[src/rtl/plf_pkg.sv]
// ----------------------------------------------------------------------------
// plf_pkg
// Shared types, codes and constants of the presence LED fader.
// ----------------------------------------------------------------------------
package plf_pkg;

    localparam int LEVEL_W = 8;
    localparam int TIMER_W = 16;
    localparam int CFG_IDX_W = 3;
    localparam int CFG_DATA_W = 16;

    localparam logic [LEVEL_W-1:0] LEVEL_MAX = 8'd255;
    localparam logic [TIMER_W-1:0] DETECT_WINDOW_TICKS = 16'd1000;
    localparam logic [TIMER_W-1:0] TIMER_SAT = 16'hFFFF;

    localparam logic [1:0] KIND_TICK = 2'd0;
    localparam logic [1:0] KIND_PACKET = 2'd1;
    localparam logic [1:0] KIND_CHARGE_ON = 2'd2;
    localparam logic [1:0] KIND_CHARGE_OFF = 2'd3;

    localparam logic [CFG_IDX_W-1:0] CFG_CALL_COMMAND = 3'd0;
    localparam logic [CFG_IDX_W-1:0] CFG_BAND_LOW_LIMIT = 3'd1;
    localparam logic [CFG_IDX_W-1:0] CFG_BAND_HIGH_LIMIT = 3'd2;
    localparam logic [CFG_IDX_W-1:0] CFG_DELAY_SLOW = 3'd3;
    localparam logic [CFG_IDX_W-1:0] CFG_DELAY_MID = 3'd4;
    localparam logic [CFG_IDX_W-1:0] CFG_DELAY_FAST = 3'd5;
    localparam logic [CFG_IDX_W-1:0] CFG_BREATHE_LOW = 3'd6;
    localparam logic [CFG_IDX_W-1:0] CFG_BREATHE_HIGH = 3'd7;

    typedef struct packed {
        logic [LEVEL_W-1:0] call_command;
        logic [LEVEL_W-1:0] band_low_limit;
        logic [LEVEL_W-1:0] band_high_limit;
        logic [TIMER_W-1:0] delay_slow;
        logic [TIMER_W-1:0] delay_mid;
        logic [TIMER_W-1:0] delay_fast;
        logic [LEVEL_W-1:0] breathe_low;
        logic [LEVEL_W-1:0] breathe_high;
    } cfg_t;

    typedef struct packed {
        logic [LEVEL_W-1:0] level;
        logic               drive_on;
        logic               present;
    } result_t;

    function automatic logic [TIMER_W-1:0] sat_inc(input logic [TIMER_W-1:0] t);
        sat_inc = (t == TIMER_SAT) ? TIMER_SAT : t + 1'b1;
    endfunction

endpackage

[src/rtl/plf_cfg.sv]
// ----------------------------------------------------------------------------
// plf_cfg
// Configuration register bank, written through a plain write port.
// ----------------------------------------------------------------------------
module plf_cfg
(
    input  logic                           clk,
    input  logic                           rst_n,
    input  logic                           cfg_we,
    input  logic [plf_pkg::CFG_IDX_W-1:0]  cfg_index,
    input  logic [plf_pkg::CFG_DATA_W-1:0] cfg_wdata,
    output plf_pkg::cfg_t                  cfg
);
    import plf_pkg::*;

    cfg_t cfg_reg;

    always_ff @(posedge clk or negedge rst_n)
    begin
        if (!rst_n)
        begin
            cfg_reg.call_command    <= 8'd1;
            cfg_reg.band_low_limit  <= 8'd40;
            cfg_reg.band_high_limit <= 8'd120;
            cfg_reg.delay_slow      <= 16'd30;
            cfg_reg.delay_mid       <= 16'd10;
            cfg_reg.delay_fast      <= 16'd2;
            cfg_reg.breathe_low     <= 8'd10;
            cfg_reg.breathe_high    <= 8'd200;
        end
        else if (cfg_we)
        begin
            case (cfg_index)
                CFG_CALL_COMMAND:    cfg_reg.call_command    <= cfg_wdata[LEVEL_W-1:0];
                CFG_BAND_LOW_LIMIT:  cfg_reg.band_low_limit  <= cfg_wdata[LEVEL_W-1:0];
                CFG_BAND_HIGH_LIMIT: cfg_reg.band_high_limit <= cfg_wdata[LEVEL_W-1:0];
                CFG_DELAY_SLOW:      cfg_reg.delay_slow      <= cfg_wdata[TIMER_W-1:0];
                CFG_DELAY_MID:       cfg_reg.delay_mid       <= cfg_wdata[TIMER_W-1:0];
                CFG_DELAY_FAST:      cfg_reg.delay_fast      <= cfg_wdata[TIMER_W-1:0];
                CFG_BREATHE_LOW:     cfg_reg.breathe_low     <= cfg_wdata[LEVEL_W-1:0];
                CFG_BREATHE_HIGH:    cfg_reg.breathe_high    <= cfg_wdata[LEVEL_W-1:0];
                default:             cfg_reg <= cfg_reg;
            endcase
        end
    end

    assign cfg = cfg_reg;

endmodule

[src/rtl/plf_step.sv]
// ----------------------------------------------------------------------------
// plf_step
// Fader state registers and the single-pass update for one request.
// ----------------------------------------------------------------------------
module plf_step
(
    input  logic                         clk,
    input  logic                         rst_n,
    input  plf_pkg::cfg_t                cfg,
    input  logic                         accept,
    input  logic [1:0]                   kind,
    input  logic [plf_pkg::LEVEL_W-1:0]  command_id,
    output plf_pkg::result_t             result_next
);
    import plf_pkg::*;

    logic [LEVEL_W-1:0] level_reg, level_next;
    logic [LEVEL_W-1:0] target_reg, target_next;
    logic               drive_reg, drive_next;
    logic               present_reg, present_next;
    logic               seen_reg, seen_next;
    logic               charging_reg, charging_next;
    logic [TIMER_W-1:0] step_timer_reg, step_timer_next;
    logic [TIMER_W-1:0] window_timer_reg, window_timer_next;

    logic [TIMER_W-1:0] step_inc;
    logic [TIMER_W-1:0] window_inc;
    logic [TIMER_W-1:0] band_delay;
    logic               step_ok;

    always_comb
    begin
        step_inc   = sat_inc(step_timer_reg);
        window_inc = sat_inc(window_timer_reg);

        if (level_reg <= cfg.band_low_limit)
            band_delay = cfg.delay_slow;
        else if (level_reg <= cfg.band_high_limit)
            band_delay = cfg.delay_mid;
        else
            band_delay = cfg.delay_fast;
        step_ok = step_inc > band_delay;

        level_next        = level_reg;
        target_next       = target_reg;
        drive_next        = drive_reg;
        present_next      = present_reg;
        seen_next         = seen_reg;
        charging_next     = charging_reg;
        step_timer_next   = step_timer_reg;
        window_timer_next = window_timer_reg;

        case (kind)
            KIND_TICK:
            begin
                step_timer_next   = step_inc;
                window_timer_next = window_inc;
                if (window_inc > DETECT_WINDOW_TICKS)
                begin
                    window_timer_next = '0;
                    if (present_reg && !seen_reg)
                    begin
                        present_next = 1'b0;
                        target_next  = '0;
                    end
                    seen_next = 1'b0;
                end
                if (level_reg != target_next)
                begin
                    if (step_ok)
                        step_timer_next = '0;
                    if (target_next < level_reg)
                    begin
                        if (step_ok)
                            level_next = level_reg - 1'b1;
                        if (level_next == '0)
                            drive_next = 1'b0;
                    end
                    else
                    begin
                        if (level_reg == '0)
                            drive_next = 1'b1;
                        if (step_ok)
                            level_next = level_reg + 1'b1;
                    end
                end
                if (charging_reg)
                begin
                    if (level_next == cfg.breathe_low)
                        target_next = cfg.breathe_high;
                    else if (level_next == cfg.breathe_high)
                        target_next = cfg.breathe_low;
                end
            end
            KIND_PACKET:
            begin
                if (!charging_reg && command_id == cfg.call_command)
                begin
                    seen_next = 1'b1;
                    if (!present_reg)
                    begin
                        present_next = 1'b1;
                        target_next  = LEVEL_MAX;
                    end
                end
            end
            KIND_CHARGE_ON:
            begin
                charging_next = 1'b1;
                target_next   = cfg.breathe_low;
            end
            KIND_CHARGE_OFF:
            begin
                charging_next = 1'b0;
                target_next   = '0;
            end
            default:
            begin
                charging_next = charging_reg;
            end
        endcase
    end

    always_ff @(posedge clk or negedge rst_n)
    begin
        if (!rst_n)
        begin
            level_reg        <= LEVEL_MAX;
            target_reg       <= '0;
            drive_reg        <= 1'b1;
            present_reg      <= 1'b0;
            seen_reg         <= 1'b0;
            charging_reg     <= 1'b0;
            step_timer_reg   <= '0;
            window_timer_reg <= '0;
        end
        else if (accept)
        begin
            level_reg        <= level_next;
            target_reg       <= target_next;
            drive_reg        <= drive_next;
            present_reg      <= present_next;
            seen_reg         <= seen_next;
            charging_reg     <= charging_next;
            step_timer_reg   <= step_timer_next;
            window_timer_reg <= window_timer_next;
        end
    end

    assign result_next.level    = level_next;
    assign result_next.drive_on = drive_next;
    assign result_next.present  = present_next;

endmodule

[src/rtl/plf_out.sv]
// ----------------------------------------------------------------------------
// plf_out
// Result register: holds one result until the sink takes it.
// ----------------------------------------------------------------------------
module plf_out
(
    input  logic              clk,
    input  logic              rst_n,
    input  logic              load,
    input  plf_pkg::result_t  result_in,
    input  logic              m_tready,
    output logic              m_tvalid,
    output plf_pkg::result_t  result_out,
    output logic              can_load
);
    import plf_pkg::*;

    logic    valid_reg;
    result_t data_reg;

    assign can_load = !valid_reg || m_tready;

    always_ff @(posedge clk or negedge rst_n)
    begin
        if (!rst_n)
            valid_reg <= 1'b0;
        else if (load)
            valid_reg <= 1'b1;
        else if (m_tready)
            valid_reg <= 1'b0;
    end

    always_ff @(posedge clk)
    begin
        if (load)
            data_reg <= result_in;
    end

    assign m_tvalid   = valid_reg;
    assign result_out = data_reg;

endmodule

[src/rtl/presence_led_fader_unit.sv]
// ----------------------------------------------------------------------------
// presence_led_fader_unit
// LED level fader driven by presence packets, a detector window and charging.
// ----------------------------------------------------------------------------
// Every request (tick, packet, charge start, charge end) yields one result
// with the LED level, drive enable and presence flag after that request. The
// whole update is one pass of compare and increment logic into the state
// registers, so one request is taken per clock unless the result register
// stalls, and its result shows on the master side in the next cycle. The
// only stall comes from the result register: a new request is taken
// whenever that register is empty or is being read in the same cycle.
module presence_led_fader_unit
(
    input  logic                           clk,
    input  logic                           rst_n,
    input  logic                           cfg_we,
    input  logic [plf_pkg::CFG_IDX_W-1:0]  cfg_index,
    input  logic [plf_pkg::CFG_DATA_W-1:0] cfg_wdata,
    input  logic                           s_tvalid,
    output logic                           s_tready,
    input  logic [7:0]                     s_tdata,   // [7:0] command_id
    input  logic [1:0]                     s_tuser,   // [1:0] kind
    output logic                           m_tvalid,
    input  logic                           m_tready,
    output logic [15:0]                    m_tdata    // [7:0] level, [8] drive_on,
                                                      // [9] present, [15:10] zero
);
    import plf_pkg::*;

    cfg_t    cfg;
    result_t result_next;
    result_t result_q;
    logic    accept;
    logic    can_load;

    assign s_tready = can_load;
    assign accept   = s_tvalid && can_load;

    plf_cfg u_cfg
    (
        .clk       (clk),
        .rst_n     (rst_n),
        .cfg_we    (cfg_we),
        .cfg_index (cfg_index),
        .cfg_wdata (cfg_wdata),
        .cfg       (cfg)
    );

    plf_step u_step
    (
        .clk         (clk),
        .rst_n       (rst_n),
        .cfg         (cfg),
        .accept      (accept),
        .kind        (s_tuser),
        .command_id  (s_tdata),
        .result_next (result_next)
    );

    plf_out u_out
    (
        .clk        (clk),
        .rst_n      (rst_n),
        .load       (accept),
        .result_in  (result_next),
        .m_tready   (m_tready),
        .m_tvalid   (m_tvalid),
        .result_out (result_q),
        .can_load   (can_load)
    );

    assign m_tdata = {6'd0, result_q.present, result_q.drive_on, result_q.level};

`ifndef SYNTHESIS
    a_accept_gives_result : assert property (@(posedge clk) disable iff (!rst_n)
        s_tvalid && s_tready |=> m_tvalid)
        else $error("accepted request left no result");

    a_stall_only_when_full : assert property (@(posedge clk) disable iff (!rst_n)
        !s_tready |-> m_tvalid && !m_tready)
        else $error("input stalled with result register free");

    a_level_single_step : assert property (@(posedge clk) disable iff (!rst_n)
        s_tvalid && s_tready && m_tvalid && m_tready |=>
            (result_q.level == $past(result_q.level)) ||
            (result_q.level == 8'($past(result_q.level) + 8'd1)) ||
            (result_q.level == 8'($past(result_q.level) - 8'd1)))
        else $error("level moved by more than one step");
`endif

endmodule
[config.mk]
export PLATFORM = sky130hd
export DESIGN_NAME = presence_led_fader_unit
export DESIGN_NICKNAME = d
export VERILOG_FILES = /design/src/rtl/plf_pkg.sv /design/src/rtl/plf_cfg.sv /design/src/rtl/plf_step.sv /design/src/rtl/plf_out.sv /design/src/rtl/presence_led_fader_unit.sv
export SDC_FILE = /design/constraint.sdc
export NUM_CORES = 1
export LEC_CHECK = 0
export ABC_AREA = 1
export BUFFER_PORTS_ARGS = -buffer_cell sky130_fd_sc_hd__buf_2
export CORE_MARGIN = 4
export CORE_UTILIZATION = 52
export DETAILED_ROUTE_END_ITERATION = 8
export PLACE_DENSITY = 0.74
export SYNTH_ARGS = -nofsm -noshare
export SYNTH_HDL_FRONTEND = slang
export SYNTH_SLANG_ARGS = --single-unit
export TNS_END_PERCENT = 1
[constraint.sdc]
create_clock -name clk -period 7.1 [get_ports clk]
set_clock_uncertainty 0.05 [all_clocks]
set_input_delay 0.71 -clock clk [delete_from_list [all_inputs] [get_ports clk]]
set_output_delay 0.71 -clock clk [all_outputs]
set_load 0.01 [all_outputs]
==> results.toml <==
[run_status]
status = "finished clean"

[critical_path]
cp_common_cell = "nand2_1"
critPathArrivalTime_ns = 5.84
max_stage_delay_ns = 0.63
r2r_setup_slack_ns = 1.56
path_class = "register to register"
critPathCaptureType = "register"
path_max_fanout = 17
crit_family = "simple AND/OR/NAND/NOR gates"
crit_path_top_delay_cell = "dfstp_2"
path_buf_inv = 5
start_kind = "register"
cp.required_ns = 7.40

[yosys]
ys_seq_elements = 151
synth_cell_types = 53
ys_async_sr_fraction = 0.9338
syn_area_mm2 = 0.009490
synth-edff-count = 10
synth_compound_area_frac = 0.1267
syn_area_per_cell_um2 = 7.473
yosys_warnings = 0
synth_adder_area_share = 0.05801
synth.area.mux_share = 0
synth_top_family_by_area = "simple AND/OR/NAND/NOR gates"
yosysSeqAreaShare = 0.4071
synthFlopType = "dfrtp_1"
synthCells = 1270
synth_xor_area_frac = 0.02307
synthSimpleGateAreaFrac = 0.2919

[detailed_routing]
num_vias = 8365
firstDrtPassIters = 5
drt_wl_total_um = 23160
antenna_left = 0
route.detailed.drc = 0
dr.first_iter.drc_count = 724
viasPerCell = 5.421
routedWlPerCell_um = 15.01

[clock_tree]
cts.htree.levels = 4
clk_pin_slew_ns = 0.06
cts_hold_buffers = 0
cts_root_buf = "clkbuf_16"
cts_setup_buffers = 0
post_cts_resized = 0
cts.sink_count = 151
numCtsBuffers = 17
worstSkewPairLatency_ns = 0.42
cts_buffer_depth = 2
cts_tree = "built"

[global_routing]
grt_first_pass_wirelength_um = 38640
grt_antenna_before_repair = 0
grt.total_usage = 0.2350
grt_pass1_vias = 7790
grt_max_degree = 80
gr-total-overflow = 0

[cells_and_area]
design_area_mm2 = 0.01039
n_fill_cell = 1658
nets = 1379
syn2layout_area_growth_pct = 9.519
antenna_cells = 0
largest_reg_flops = 88
layout_common_cells = "351 x nand2_1, 162 x inv_1, 140 x o21ai_0"
drive_above_1_share = 0.1355
final_common_cell = "nand2_1"

[floorplan]
die_area_mm2 = 0.02048
die_w_um = 143.1
initial_utilization = 0.5283
rows = 49
die_y_um = 143.1
fp.coreArea_mm2 = 0.01796
boundaryPins = 52

[place]
detailedPlacementHpwl_um = 16640
dpl_cell_area_mm2 = 0.009838
place_congestion = 1.013
portBuffers = 45
dp_slack_ns = 1.597

[timing]
tns_ns = 0
rsz0062_at_grt = "no"
tightestPinTransition_ns = 1.124
finalCritPeriodShare = 0.7797
holdWs_ns = 0.2281
setup_slack_ns = 1.564
hold_viol_final = 0
max_freq_ghz = 0.1806
finalSetupViolCount = 0
report.final.slew_viol_count = 0
fin_crit_ns = 5.536
timing.slew.headroom = 0.2486

[pwr]
finalPower_mw = 4.133
power_density_mw_per_mm2 = 397.6
peakVddDrop_uv = 246.9
p_leak_nw = 5.245

[job]
drv_cap = 0

[min_path]
min_path_type = "input port to async pin"
-- where the power goes --
| group | internal (mW) | total, mW | switching (mW) |
|---|---|---|---|
| sequential | 1.11 | 1.30 | 0.190 |
| combinational | 0.671 | 1.99 | 1.32 |
| clock | 0.465 | 0.847 | 0.381 |
-- cell type report --
| cell class | count | area [um2] | area share |
|---|---|---|---|
| Clock inverter | 14 | 116.4 | 0.01120 |
| Sequential cell | 151 | 3864 | 0.3717 |
| Clock buffer | 18 | 439.2 | 0.04225 |
| Tap cell | 229 | 286.5 | 0.02757 |
| Inverter | 172 | 648.1 | 0.06236 |
| Timing Repair Buffer | 50 | 269.0 | 0.02588 |
| Multi-Input combinational cell | 909 | 4771 | 0.4590 |
-- synthesized netlist by cell type (4+ instances only) --
master,n,share of area
nand2_1,351,0.14
inv_1,162,0.064
o21ai_0,140,0.074
dfrtp_1,113,0.30
nand3_1,96,0.051
nor2_1,70,0.028
ha_1,44,0.058
a21oi_1,40,0.021
clkbuf_1,29,0.011
dfstp_2,28,0.078
xor2_1,24,0.022
nor3_1,20,0.011
o22ai_1,20,0.013
nand2_2,15,0.0099
nand3_2,11,0.012
nor2_2,11,0.0073
edfxtp_1,10,0.032
nand4_1,10,0.0066
buf_4,8,0.0063
clkinv_1,5,0.0020
o21ai_1,5,0.0026
inv_2,4,0.0016
-- logic make-up (layout without fill, tap and decap cells) --
family          Yosys count  after routing
compound gates          224            224
xor+xnor                 25             25
fa+ha+maj                44             44
buf+inv                 215            254
flops                   151            151
other cells               1              6
simple gates            610            610
-- worst paths after layout --
check | from | endpoint | cells past startpoint
max | u_step.level_reg[0] | u_step.target_reg[1] | 33
max in group asynchronous | rst_n | u_cfg.cfg[46] | 2
min reg2reg | u_step.target_reg[2] | u_step.target_reg[2] | 2
min | rst_n | u_step.present_reg | 1
max reg2reg | u_step.level_reg[0] | u_step.target_reg[1] | 33
min in group clk | u_step.target_reg[2] | u_step.target_reg[2] | 2
-- through the flow --
step / utilization / instances
final: 0.5786 / 1543
after global routing: 0.5786 / 1543
after CTS: 0.5786 / 1543
after detailed placement: 0.5477 / 1511
after global placement: 0.5477 / 1511
after floorplan: - / 1275
-- metal layers --
layer | vias to the layer above | global-route usage | share of wire
li1 | 4183 | - | -
met1 | 3885 | 0.3437 | 0.46
met3 | 37 | 0.04220 | 0.070
met4 | 0 | 0.06003 | 0.017
met5 | - | 0 | 0
met2 | 260 | 0.3625 | 0.45
(Power assumes the default switching activity.)
